`src/hdl/abec_pkg.sv`:
```
`default_nettype none

package abec_pkg;

  // ASCII codes
  localparam logic [7:0] CHAR_ZERO  = 8'h30;
  localparam logic [7:0] CHAR_NINE  = 8'h39;
  localparam logic [7:0] CHAR_PLUS  = 8'h2B;
  localparam logic [7:0] CHAR_MINUS = 8'h2D;
  localparam logic [7:0] CHAR_STAR  = 8'h2A;
  localparam logic [7:0] CHAR_SLASH = 8'h2F;

  localparam int unsigned DATA_W    = 32;
  localparam int unsigned CNT_W     = $clog2(DATA_W);
  localparam int unsigned OUT_W     = 104;  // 100 payload bits padded to bytes

  typedef enum logic [1:0] {
    OP_ADD = 2'd0,
    OP_SUB = 2'd1,
    OP_MUL = 2'd2,
    OP_DIV = 2'd3
  } op_e;

  typedef enum logic [1:0] {
    ST_OK       = 2'd0,
    ST_BAD      = 2'd1,
    ST_DIV_ZERO = 2'd2,
    ST_NO_OP    = 2'd3
  } status_e;

  typedef enum logic [2:0] {
    S_IDLE,
    S_CALC,
    S_MUL,
    S_PREP,
    S_DIV,
    S_FIX,
    S_OUT
  } state_e;

endpackage

`default_nettype wire

```
`src/hdl/ascii_binary_expression_calc_core.sv`:
```
// Non-final byte: accepted while idle; the block stays ready for the next byte.
// Final byte: no-operator, bad-input and divide-by-zero results go straight to S_OUT;
// add/subtract run S_CALC, multiply S_MUL (32 shift-add steps), divide S_PREP, then
// S_DIV (32 restoring steps) and S_FIX (sign fix); all but S_PREP share a 33-bit adder.
// The block is busy until the result is loaded into the output register.
// Reset (rst_ni low, async) clears the parser, the sequencer and output valid.
`default_nettype none

module ascii_binary_expression_calc_core (
  input  wire logic                       clk_i,
  input  wire logic                       rst_ni,
  input  wire logic                       s_axis_tvalid_i,
  output logic                            s_axis_tready_o,
  input  wire logic [7:0]                 s_axis_tdata_i,   // [7:0] char_in
  input  wire logic                       s_axis_tlast_i,   // final_byte
  output logic                            m_axis_tvalid_o,
  input  wire logic                       m_axis_tready_i,
  // [1:0] status, [33:2] left_operand, [35:34] op_code,
  // [67:36] right_operand, [99:68] value, [103:100] zero
  output logic [abec_pkg::OUT_W-1:0]      m_axis_tdata_o
);

  import abec_pkg::*;

  // ---------------------------------------------------------------------------
  // Parser state (one expression)
  // ---------------------------------------------------------------------------
  logic [DATA_W-1:0] accum_q, accum_d;
  logic              negative_q, negative_d;
  logic              operand_start_q, operand_start_d;
  logic              op_seen_q, op_seen_d;
  op_e               held_op_q, held_op_d;
  logic [DATA_W-1:0] held_first_q, held_first_d;
  logic              bad_input_q, bad_input_d;

  // ---------------------------------------------------------------------------
  // Sequencer and shared-unit working registers
  // ---------------------------------------------------------------------------
  state_e            state_q, state_d;
  logic [CNT_W-1:0]  cnt_q, cnt_d;
  status_e           status_q, status_d;
  op_e               opc_q, opc_d;
  logic [DATA_W-1:0] lhs_q, lhs_d;
  logic [DATA_W-1:0] rhs_q, rhs_d;
  logic [DATA_W-1:0] val_q, val_d;     // result; product accumulator in multiply
  logic [DATA_W-1:0] wa_q, wa_d;       // multiplicand / partial remainder
  logic [DATA_W-1:0] wb_q, wb_d;       // multiplier / dividend shifting to quotient
  logic [DATA_W-1:0] dvs_q, dvs_d;     // divisor magnitude
  logic              qneg_q, qneg_d;

  // Output register
  logic              m_valid_q, m_valid_d;
  logic [OUT_W-1:0]  m_data_q, m_data_d;

  // ---------------------------------------------------------------------------
  // Input decode
  // ---------------------------------------------------------------------------
  logic              in_acc;
  logic              is_digit;
  logic              is_op;
  op_e               char_op;
  logic [7:0]        digit;
  logic [DATA_W-1:0] operand_now;     // signed view of the operand being parsed

  assign s_axis_tready_o = (state_q == S_IDLE);
  assign in_acc          = s_axis_tvalid_i & s_axis_tready_o;
  assign is_digit        = (s_axis_tdata_i >= CHAR_ZERO) && (s_axis_tdata_i <= CHAR_NINE);
  assign digit           = s_axis_tdata_i - CHAR_ZERO;
  assign operand_now     = negative_q ? (DATA_W'(0) - accum_q) : accum_q;

  always_comb begin
    is_op   = 1'b1;
    char_op = OP_ADD;
    case (s_axis_tdata_i)
      CHAR_PLUS:  char_op = OP_ADD;
      CHAR_MINUS: char_op = OP_SUB;
      CHAR_STAR:  char_op = OP_MUL;
      CHAR_SLASH: char_op = OP_DIV;
      default:    is_op   = 1'b0;
    endcase
  end

  // ---------------------------------------------------------------------------
  // Shared 33-bit add/subtract unit
  // ---------------------------------------------------------------------------
  logic [DATA_W:0]   alu_a, alu_b;
  logic              alu_sub;
  logic [DATA_W+1:0] alu_res;         // carry out on top
  logic [DATA_W:0]   rem_sh;

  assign rem_sh  = {wa_q, wb_q[DATA_W-1]};
  assign alu_res = {1'b0, alu_a} + {1'b0, (alu_sub ? ~alu_b : alu_b)}
                 + {{(DATA_W+1){1'b0}}, alu_sub};

  always_comb begin
    alu_a   = {1'b0, lhs_q};
    alu_b   = {1'b0, rhs_q};
    alu_sub = 1'b0;
    case (state_q)
      S_CALC: begin
        alu_sub = (opc_q == OP_SUB);
      end
      S_MUL: begin
        alu_a = {1'b0, val_q};
        alu_b = {1'b0, wa_q};
      end
      S_DIV: begin
        alu_a   = rem_sh;
        alu_b   = {1'b0, dvs_q};
        alu_sub = 1'b1;
      end
      S_FIX: begin
        alu_a   = '0;
        alu_b   = {1'b0, wb_q};
        alu_sub = 1'b1;
      end
      default: ;
    endcase
  end

  // ---------------------------------------------------------------------------
  // Next state
  // ---------------------------------------------------------------------------
  logic last_step;
  assign last_step = (cnt_q == CNT_W'(DATA_W - 1));

  always_comb begin
    state_d = state_q;
    case (state_q)
      S_IDLE: begin
        if (in_acc && s_axis_tlast_i) begin
          if (bad_input_q || !op_seen_q) begin
            state_d = S_OUT;
          end else begin
            case (held_op_q)
              OP_ADD, OP_SUB: state_d = S_CALC;
              OP_MUL:         state_d = S_MUL;
              default:        state_d = (operand_now == '0) ? S_OUT : S_PREP;
            endcase
          end
        end
      end
      S_CALC:  state_d = S_OUT;
      S_MUL:   state_d = last_step ? S_OUT : S_MUL;
      S_PREP:  state_d = S_DIV;
      S_DIV:   state_d = last_step ? S_FIX : S_DIV;
      S_FIX:   state_d = S_OUT;
      S_OUT:   state_d = (!m_valid_q || m_axis_tready_i) ? S_IDLE : S_OUT;
      default: state_d = S_IDLE;
    endcase
  end

  // ---------------------------------------------------------------------------
  // Datapath and outputs
  // ---------------------------------------------------------------------------
  always_comb begin
    accum_d         = accum_q;
    negative_d      = negative_q;
    operand_start_d = operand_start_q;
    op_seen_d       = op_seen_q;
    held_op_d       = held_op_q;
    held_first_d    = held_first_q;
    bad_input_d     = bad_input_q;
    cnt_d           = cnt_q;
    status_d        = status_q;
    opc_d           = opc_q;
    lhs_d           = lhs_q;
    rhs_d           = rhs_q;
    val_d           = val_q;
    wa_d            = wa_q;
    wb_d            = wb_q;
    dvs_d           = dvs_q;
    qneg_d          = qneg_q;
    m_valid_d       = m_valid_q & ~m_axis_tready_i;
    m_data_d        = m_data_q;

    case (state_q)
      S_IDLE: begin
        if (in_acc && !s_axis_tlast_i && !bad_input_q) begin
          if (is_digit) begin
            // accum * 10 + digit, wrapping
            accum_d = {accum_q[DATA_W-4:0], 3'b000} + {accum_q[DATA_W-2:0], 1'b0}
                    + {{(DATA_W-8){1'b0}}, digit};
            operand_start_d = 1'b0;
          end else if (!is_op) begin
            bad_input_d = 1'b1;
          end else if (operand_start_q && (char_op == OP_SUB)) begin
            negative_d      = 1'b1;
            operand_start_d = 1'b0;
          end else if (!op_seen_q) begin
            held_op_d       = char_op;
            op_seen_d       = 1'b1;
            held_first_d    = operand_now;
            accum_d         = '0;
            negative_d      = 1'b0;
            operand_start_d = 1'b1;
          end else begin
            bad_input_d = 1'b1;     // second operator
          end
        end else if (in_acc && s_axis_tlast_i) begin
          // capture the expression, then clear the parser
          cnt_d  = '0;
          val_d  = '0;
          status_d = ST_OK;
          lhs_d  = held_first_q;
          opc_d  = held_op_q;
          rhs_d  = operand_now;
          wa_d   = held_first_q;
          wb_d   = operand_now;
          if (bad_input_q) begin
            status_d = ST_BAD;
            lhs_d    = '0;
            opc_d    = OP_ADD;
            rhs_d    = '0;
          end else if (!op_seen_q) begin
            status_d = ST_NO_OP;
            lhs_d    = '0;
            opc_d    = OP_ADD;
          end else if ((held_op_q == OP_DIV) && (operand_now == '0)) begin
            status_d = ST_DIV_ZERO;
          end
          accum_d         = '0;
          negative_d      = 1'b0;
          operand_start_d = 1'b1;
          op_seen_d       = 1'b0;
          held_op_d       = OP_ADD;
          held_first_d    = '0;
          bad_input_d     = 1'b0;
        end
      end
      S_CALC: begin
        val_d = alu_res[DATA_W-1:0];
      end
      S_MUL: begin
        // shift-add: one multiplier bit per cycle
        if (wb_q[0]) begin
          val_d = alu_res[DATA_W-1:0];
        end
        wa_d  = {wa_q[DATA_W-2:0], 1'b0};
        wb_d  = {1'b0, wb_q[DATA_W-1:1]};
        cnt_d = cnt_q + CNT_W'(1);
      end
      S_PREP: begin
        wa_d   = '0;
        wb_d   = lhs_q[DATA_W-1] ? (DATA_W'(0) - lhs_q) : lhs_q;
        dvs_d  = rhs_q[DATA_W-1] ? (DATA_W'(0) - rhs_q) : rhs_q;
        qneg_d = lhs_q[DATA_W-1] ^ rhs_q[DATA_W-1];
        cnt_d  = '0;
      end
      S_DIV: begin
        // restoring step: carry out set means no borrow
        wa_d  = alu_res[DATA_W+1] ? alu_res[DATA_W-1:0] : rem_sh[DATA_W-1:0];
        wb_d  = {wb_q[DATA_W-2:0], alu_res[DATA_W+1]};
        cnt_d = cnt_q + CNT_W'(1);
      end
      S_FIX: begin
        val_d = qneg_q ? alu_res[DATA_W-1:0] : wb_q;
      end
      S_OUT: begin
        if (!m_valid_q || m_axis_tready_i) begin
          m_valid_d = 1'b1;
          m_data_d  = {4'b0000, val_q, rhs_q, opc_q, lhs_q, status_q};
        end
      end
      default: ;
    endcase
  end

  assign m_axis_tvalid_o = m_valid_q;
  assign m_axis_tdata_o  = m_data_q;

  // ---------------------------------------------------------------------------
  // Registers
  // ---------------------------------------------------------------------------
  always_ff @(posedge clk_i or negedge rst_ni) begin
    if (!rst_ni) begin
      state_q         <= S_IDLE;
      accum_q         <= '0;
      negative_q      <= 1'b0;
      operand_start_q <= 1'b1;
      op_seen_q       <= 1'b0;
      held_op_q       <= OP_ADD;
      held_first_q    <= '0;
      bad_input_q     <= 1'b0;
      cnt_q           <= '0;
      m_valid_q       <= 1'b0;
    end else begin
      state_q         <= state_d;
      accum_q         <= accum_d;
      negative_q      <= negative_d;
      operand_start_q <= operand_start_d;
      op_seen_q       <= op_seen_d;
      held_op_q       <= held_op_d;
      held_first_q    <= held_first_d;
      bad_input_q     <= bad_input_d;
      cnt_q           <= cnt_d;
      m_valid_q       <= m_valid_d;
    end
  end

  always_ff @(posedge clk_i) begin
    status_q <= status_d;
    opc_q    <= opc_d;
    lhs_q    <= lhs_d;
    rhs_q    <= rhs_d;
    val_q    <= val_d;
    wa_q     <= wa_d;
    wb_q     <= wb_d;
    dvs_q    <= dvs_d;
    qneg_q   <= qneg_d;
    m_data_q <= m_data_d;
  end

  // ---------------------------------------------------------------------------
  // Assertions
  // ---------------------------------------------------------------------------
  // parser is back at its reset state after the final byte
  a_clear_after_final: assert property (@(posedge clk_i) disable iff (!rst_ni)
    (in_acc && s_axis_tlast_i) |=> (accum_q == '0) && !op_seen_q && operand_start_q
                                   && !bad_input_q && !negative_q)
    else $error("parser state not cleared after final byte");

  // a new word appears only from the output state
  a_load_from_out: assert property (@(posedge clk_i) disable iff (!rst_ni)
    $rose(m_valid_q) |-> $past(state_q == S_OUT))
    else $error("output loaded outside output state");

  // error results carry a zero value
  a_err_value_zero: assert property (@(posedge clk_i) disable iff (!rst_ni)
    (m_valid_q && (m_data_q[1:0] != ST_OK)) |-> (m_data_q[99:68] == '0))
    else $error("nonzero value with error status");

  // divider never runs on a zero divisor
  a_div_nonzero: assert property (@(posedge clk_i) disable iff (!rst_ni)
    (state_q == S_DIV) |-> (dvs_q != '0))
    else $error("divide step with zero divisor");

endmodule

`default_nettype wire

```
`config.mk`:
```
export PLATFORM = sky130hd
export DESIGN_NAME = ascii_binary_expression_calc_core
export DESIGN_NICKNAME = d
export VERILOG_FILES = /design/src/hdl/abec_pkg.sv /design/src/hdl/ascii_binary_expression_calc_core.sv
export SDC_FILE = /design/constraint.sdc
export NUM_CORES = 1
export LEC_CHECK = 0
export BUFFER_PORTS_ARGS = -buffer_cell sky130_fd_sc_hd__buf_4
export CORE_AREA = 5 5 197 276
export DETAILED_ROUTE_END_ITERATION = 8
export DIE_AREA = 0 0 202 281
export GPL_TIMING_DRIVEN = 0
export SLEW_MARGIN = 30
export SYNTH_ARGS = -nofsm -noshare
export SYNTH_HDL_FRONTEND = slang
export SYNTH_SLANG_ARGS = --single-unit
```
`constraint.sdc`:
```
create_clock -name clk_i -period 5.3 [get_ports clk_i]
set_input_delay 0.53 -clock clk_i [delete_from_list [all_inputs] [get_ports clk_i]]
set_output_delay 0.53 -clock clk_i [all_outputs]
set_load 0.005 [all_outputs]
```
==> flow_metrics.env <==
export IMPL_die_area_um2=56800
export IMPL_period_share=0.988
export IMPL_end_kind="flip-flop"
export IMPL_drc=0
export IMPL_async_flop_share=0.210
export IMPL_drive_above_1_share=0.120
export IMPL_synth_yosys_seq_area_share=0.475
export IMPL_fp_row_count=99
export IMPL_maxCapViolCount=0
export IMPL_worst_slew_margin_rel=0.350
export IMPL_endpoint="wa_q[31]"
export IMPL_yosysWarnings=0
export IMPL_critPathMaxFanout=10
export IMPL_cpMostUsedCell="clkbuf_2"
export IMPL_netlist_cell_type_count=85
export IMPL_antenna_found_initial=0
export IMPL_path_depth=18
export IMPL_via_count=19400
export IMPL_layout_common_cells="297 x edfxtp_1, 294 x nand2_1, 203 x o21ai_0"
export IMPL_cts_max_path_buffers=3
export IMPL_crit_path_cell_trace="clkbuf_2 -> clkbuf_2 -> clkbuf_2 -> buf_2 -> a21o_1 -> inv_1 -> ha_1 -> nand4_1 -> a211oi_1 -> mux2i_1 -> a31o_2 -> a21oi_2 -> a21oi_1 -> clkbuf_4 -> clkbuf_4 -> nand3_1 -> o21ai_0 -> a21oi_1"
export IMPL_grt_pass1_vias=19200
export IMPL_tightest_slew_ns=0.963
export IMPL_drv_slew=0
export IMPL_crit_arrival_ns=5.58
export IMPL_synth_area_um2=22900
export IMPL_synthCells=2287
export IMPL_ff2ff_path_depth=18
export IMPL_start_util=0.444
export IMPL_die_w_um=202
export IMPL_worst_path_max_delay_cell="buf_2"
export IMPL_via_per_inst=6.18
export IMPL_coreArea_um2=51700
export IMPL_syn_avg_cell_area_um2=10.0
export IMPL_max_stage_delay_ns=0.49
export IMPL_cts_num_sinks=376
export IMPL_clock_skew_ns=0.0263
export IMPL_clock_latency_ns=0.56
export IMPL_drtIter0Drc=1867
export IMPL_drt_antenna_violating_nets=0
export IMPL_ys_ff_latch=376
export IMPL_cp_top_family="buffers and inverters"
export IMPL_dr_pass1_iters=5
export IMPL_crit_buf_inv=7
export IMPL_track_usage=0.300
export IMPL_fmax_mhz=191
export IMPL_grt_pass1_wl_um=127000
export IMPL_numCtsBuffers=40
export IMPL_wl_per_cell_um=27.8
export IMPL_clkTransAtPathRegs_ns=0.07
export IMPL_status="finished clean"
export IMPL_required_ns=5.65
export IMPL_hold_viol_final=0
export IMPL_nFillCells=4809
export IMPL_r2r_end="wa_q[31]"
export IMPL_postPlaceCellArea_um2=24800
export IMPL_areaGrowthSynthToFinish_pct=15.1
export IMPL_antenna_cells=0
export IMPL_worstSetupStartpointType="flip-flop"
export IMPL_wl_um=87400
export IMPL_r2r_start="state_q[1]"
export IMPL_cts_htree_levels=2
export IMPL_synth_edf_count=297
export IMPL_regArea_um2=10900
export IMPL_final_common_cell="edfxtp_1"
export IMPL_dp_hpwl_um=68900
export IMPL_multi_input_area_um2=11600
export IMPL_layout_nets=2567
export IMPL_r2r_slack_ns=0.07
export IMPL_grt_max_degree=80
export IMPL_crit_type="flip-flop to flip-flop"
export IMPL_root_buffer="clkbuf_16"
export IMPL_die_height_um=281
export IMPL_io_pins=119
export IMPL_setup_viol=0
export IMPL_fin_area_um2=26400
export IMPL_hold_class="input port to async pin"
export IMPL_port_buffers=114
export IMPL_gr_total_overflow=0
export IMPL_startpoint="state_q[1]"
export IMPL_synthFlopType="edfxtp_1"
export IMPL_fin_crit_ns=5.23
export IMPL_tritoncts="built"
export IMPL_place_gp_congestion=0.980
-- cell families (layout without fill, tap and decap cells) --
group                      count (synthesis)  in the layout  share of synthesized area
AOI/OAI and AO/OA                        701            701                      0.203
xor gates and xnor gates                 177            177                     0.0683
adders and majority gates                100            100                     0.0569
buffers and inverters                    186            380                     0.0317
DFF                                      376            376                      0.475
muxes                                     54             54                     0.0240
other                                      1              4                   0.000164
and+or+nand+nor                          692            692                      0.140
-- repair_timing --
item	in CTS	in global routing
buffers inserted	5	0
endpoints found under the setup margin	57	39
pin swaps	2	0
hold buffers	0	0
gates resized for setup	54	36
-- per-stage QoR --
stage                     hold WS [ns]  instances  TNS, ns  setup slack, ns   util
final                           0.0199       3140        0           0.0659  0.511
after global routing            0.0800       3140  -0.0773          -0.0566  0.511
after CTS                       0.0429       3141        0          0.00144  0.508
after detailed placement         0.407       3066   -52.76            -1.73  0.479
after global placement           0.408       3060  -192.89            -1.75  0.476
after floorplan                  0.234       2290        0            0.752      -
-- state kept, by name, summed over array words and instances, names as in the netlist, 3 cells and up --
signal	flops
m_axis_tdata_o	100
wb_q	32
lhs_q	32
wa_q	32
rhs_q	32
state_q	3
cnt_q	5
dvs_q	32
held_first_q	32
val_q	32
accum_q	32
-- cell usage after synthesis, drive strengths merged, types with 16 or more instances --
master	number	area share
a211oi	21	0.0069
a21o	35	0.011
a21oi	126	0.028
a221oi	73	0.028
a31oi	43	0.012
a32o	17	0.0074
and2	41	0.011
and3	16	0.0044
buf	28	0.0058
clkbuf	114	0.019
dfrtp	78	0.085
edfxtp	297	0.39
ha	93	0.051
inv	42	0.0069
mux2i	46	0.020
nand2	294	0.048
nand2b	32	0.0087
nand3	18	0.0039
nor2	170	0.028
nor3	22	0.0050
o21ai	204	0.045
o31ai	40	0.014
o41ai	17	0.0065
or3	23	0.0069
xnor2	98	0.038
xor2	79	0.031
-- cell type report --
class	instances	share of cell area
repair buffers	125	0.0391
plain buffers	139	0.0231
inverters	44	0.00636
clock inverters	25	0.00958
clock buffers	47	0.0393
multi-input cells	1728	0.438
flip-flops and latches	376	0.413
well taps	656	0.0311
-- routing by layer --
metal / vias to the layer above / track usage / part of all wire
li1: 8892 / - / -
met1: 9504 / 0.377 / 0.39
met2: 795 / 0.526 / 0.49
met3: 209 / 0.0299 / 0.061
met4: 0 / 0.131 / 0.050
met5: - / 0 / 0
-- worst min path at each step --
stage,depth (start not counted),end
finish,1,accum_q[1]
detailed placement,0,m_axis_tdata_o[1]
global placement,0,m_axis_tdata_o[0]
floorplan,0,accum_q[0]
global route,1,held_op_q[1]
CTS,1,held_op_q[1]
Power is not shown: default switching activity piles up to over one toggle a cycle in this logic, so the estimate is an artifact.
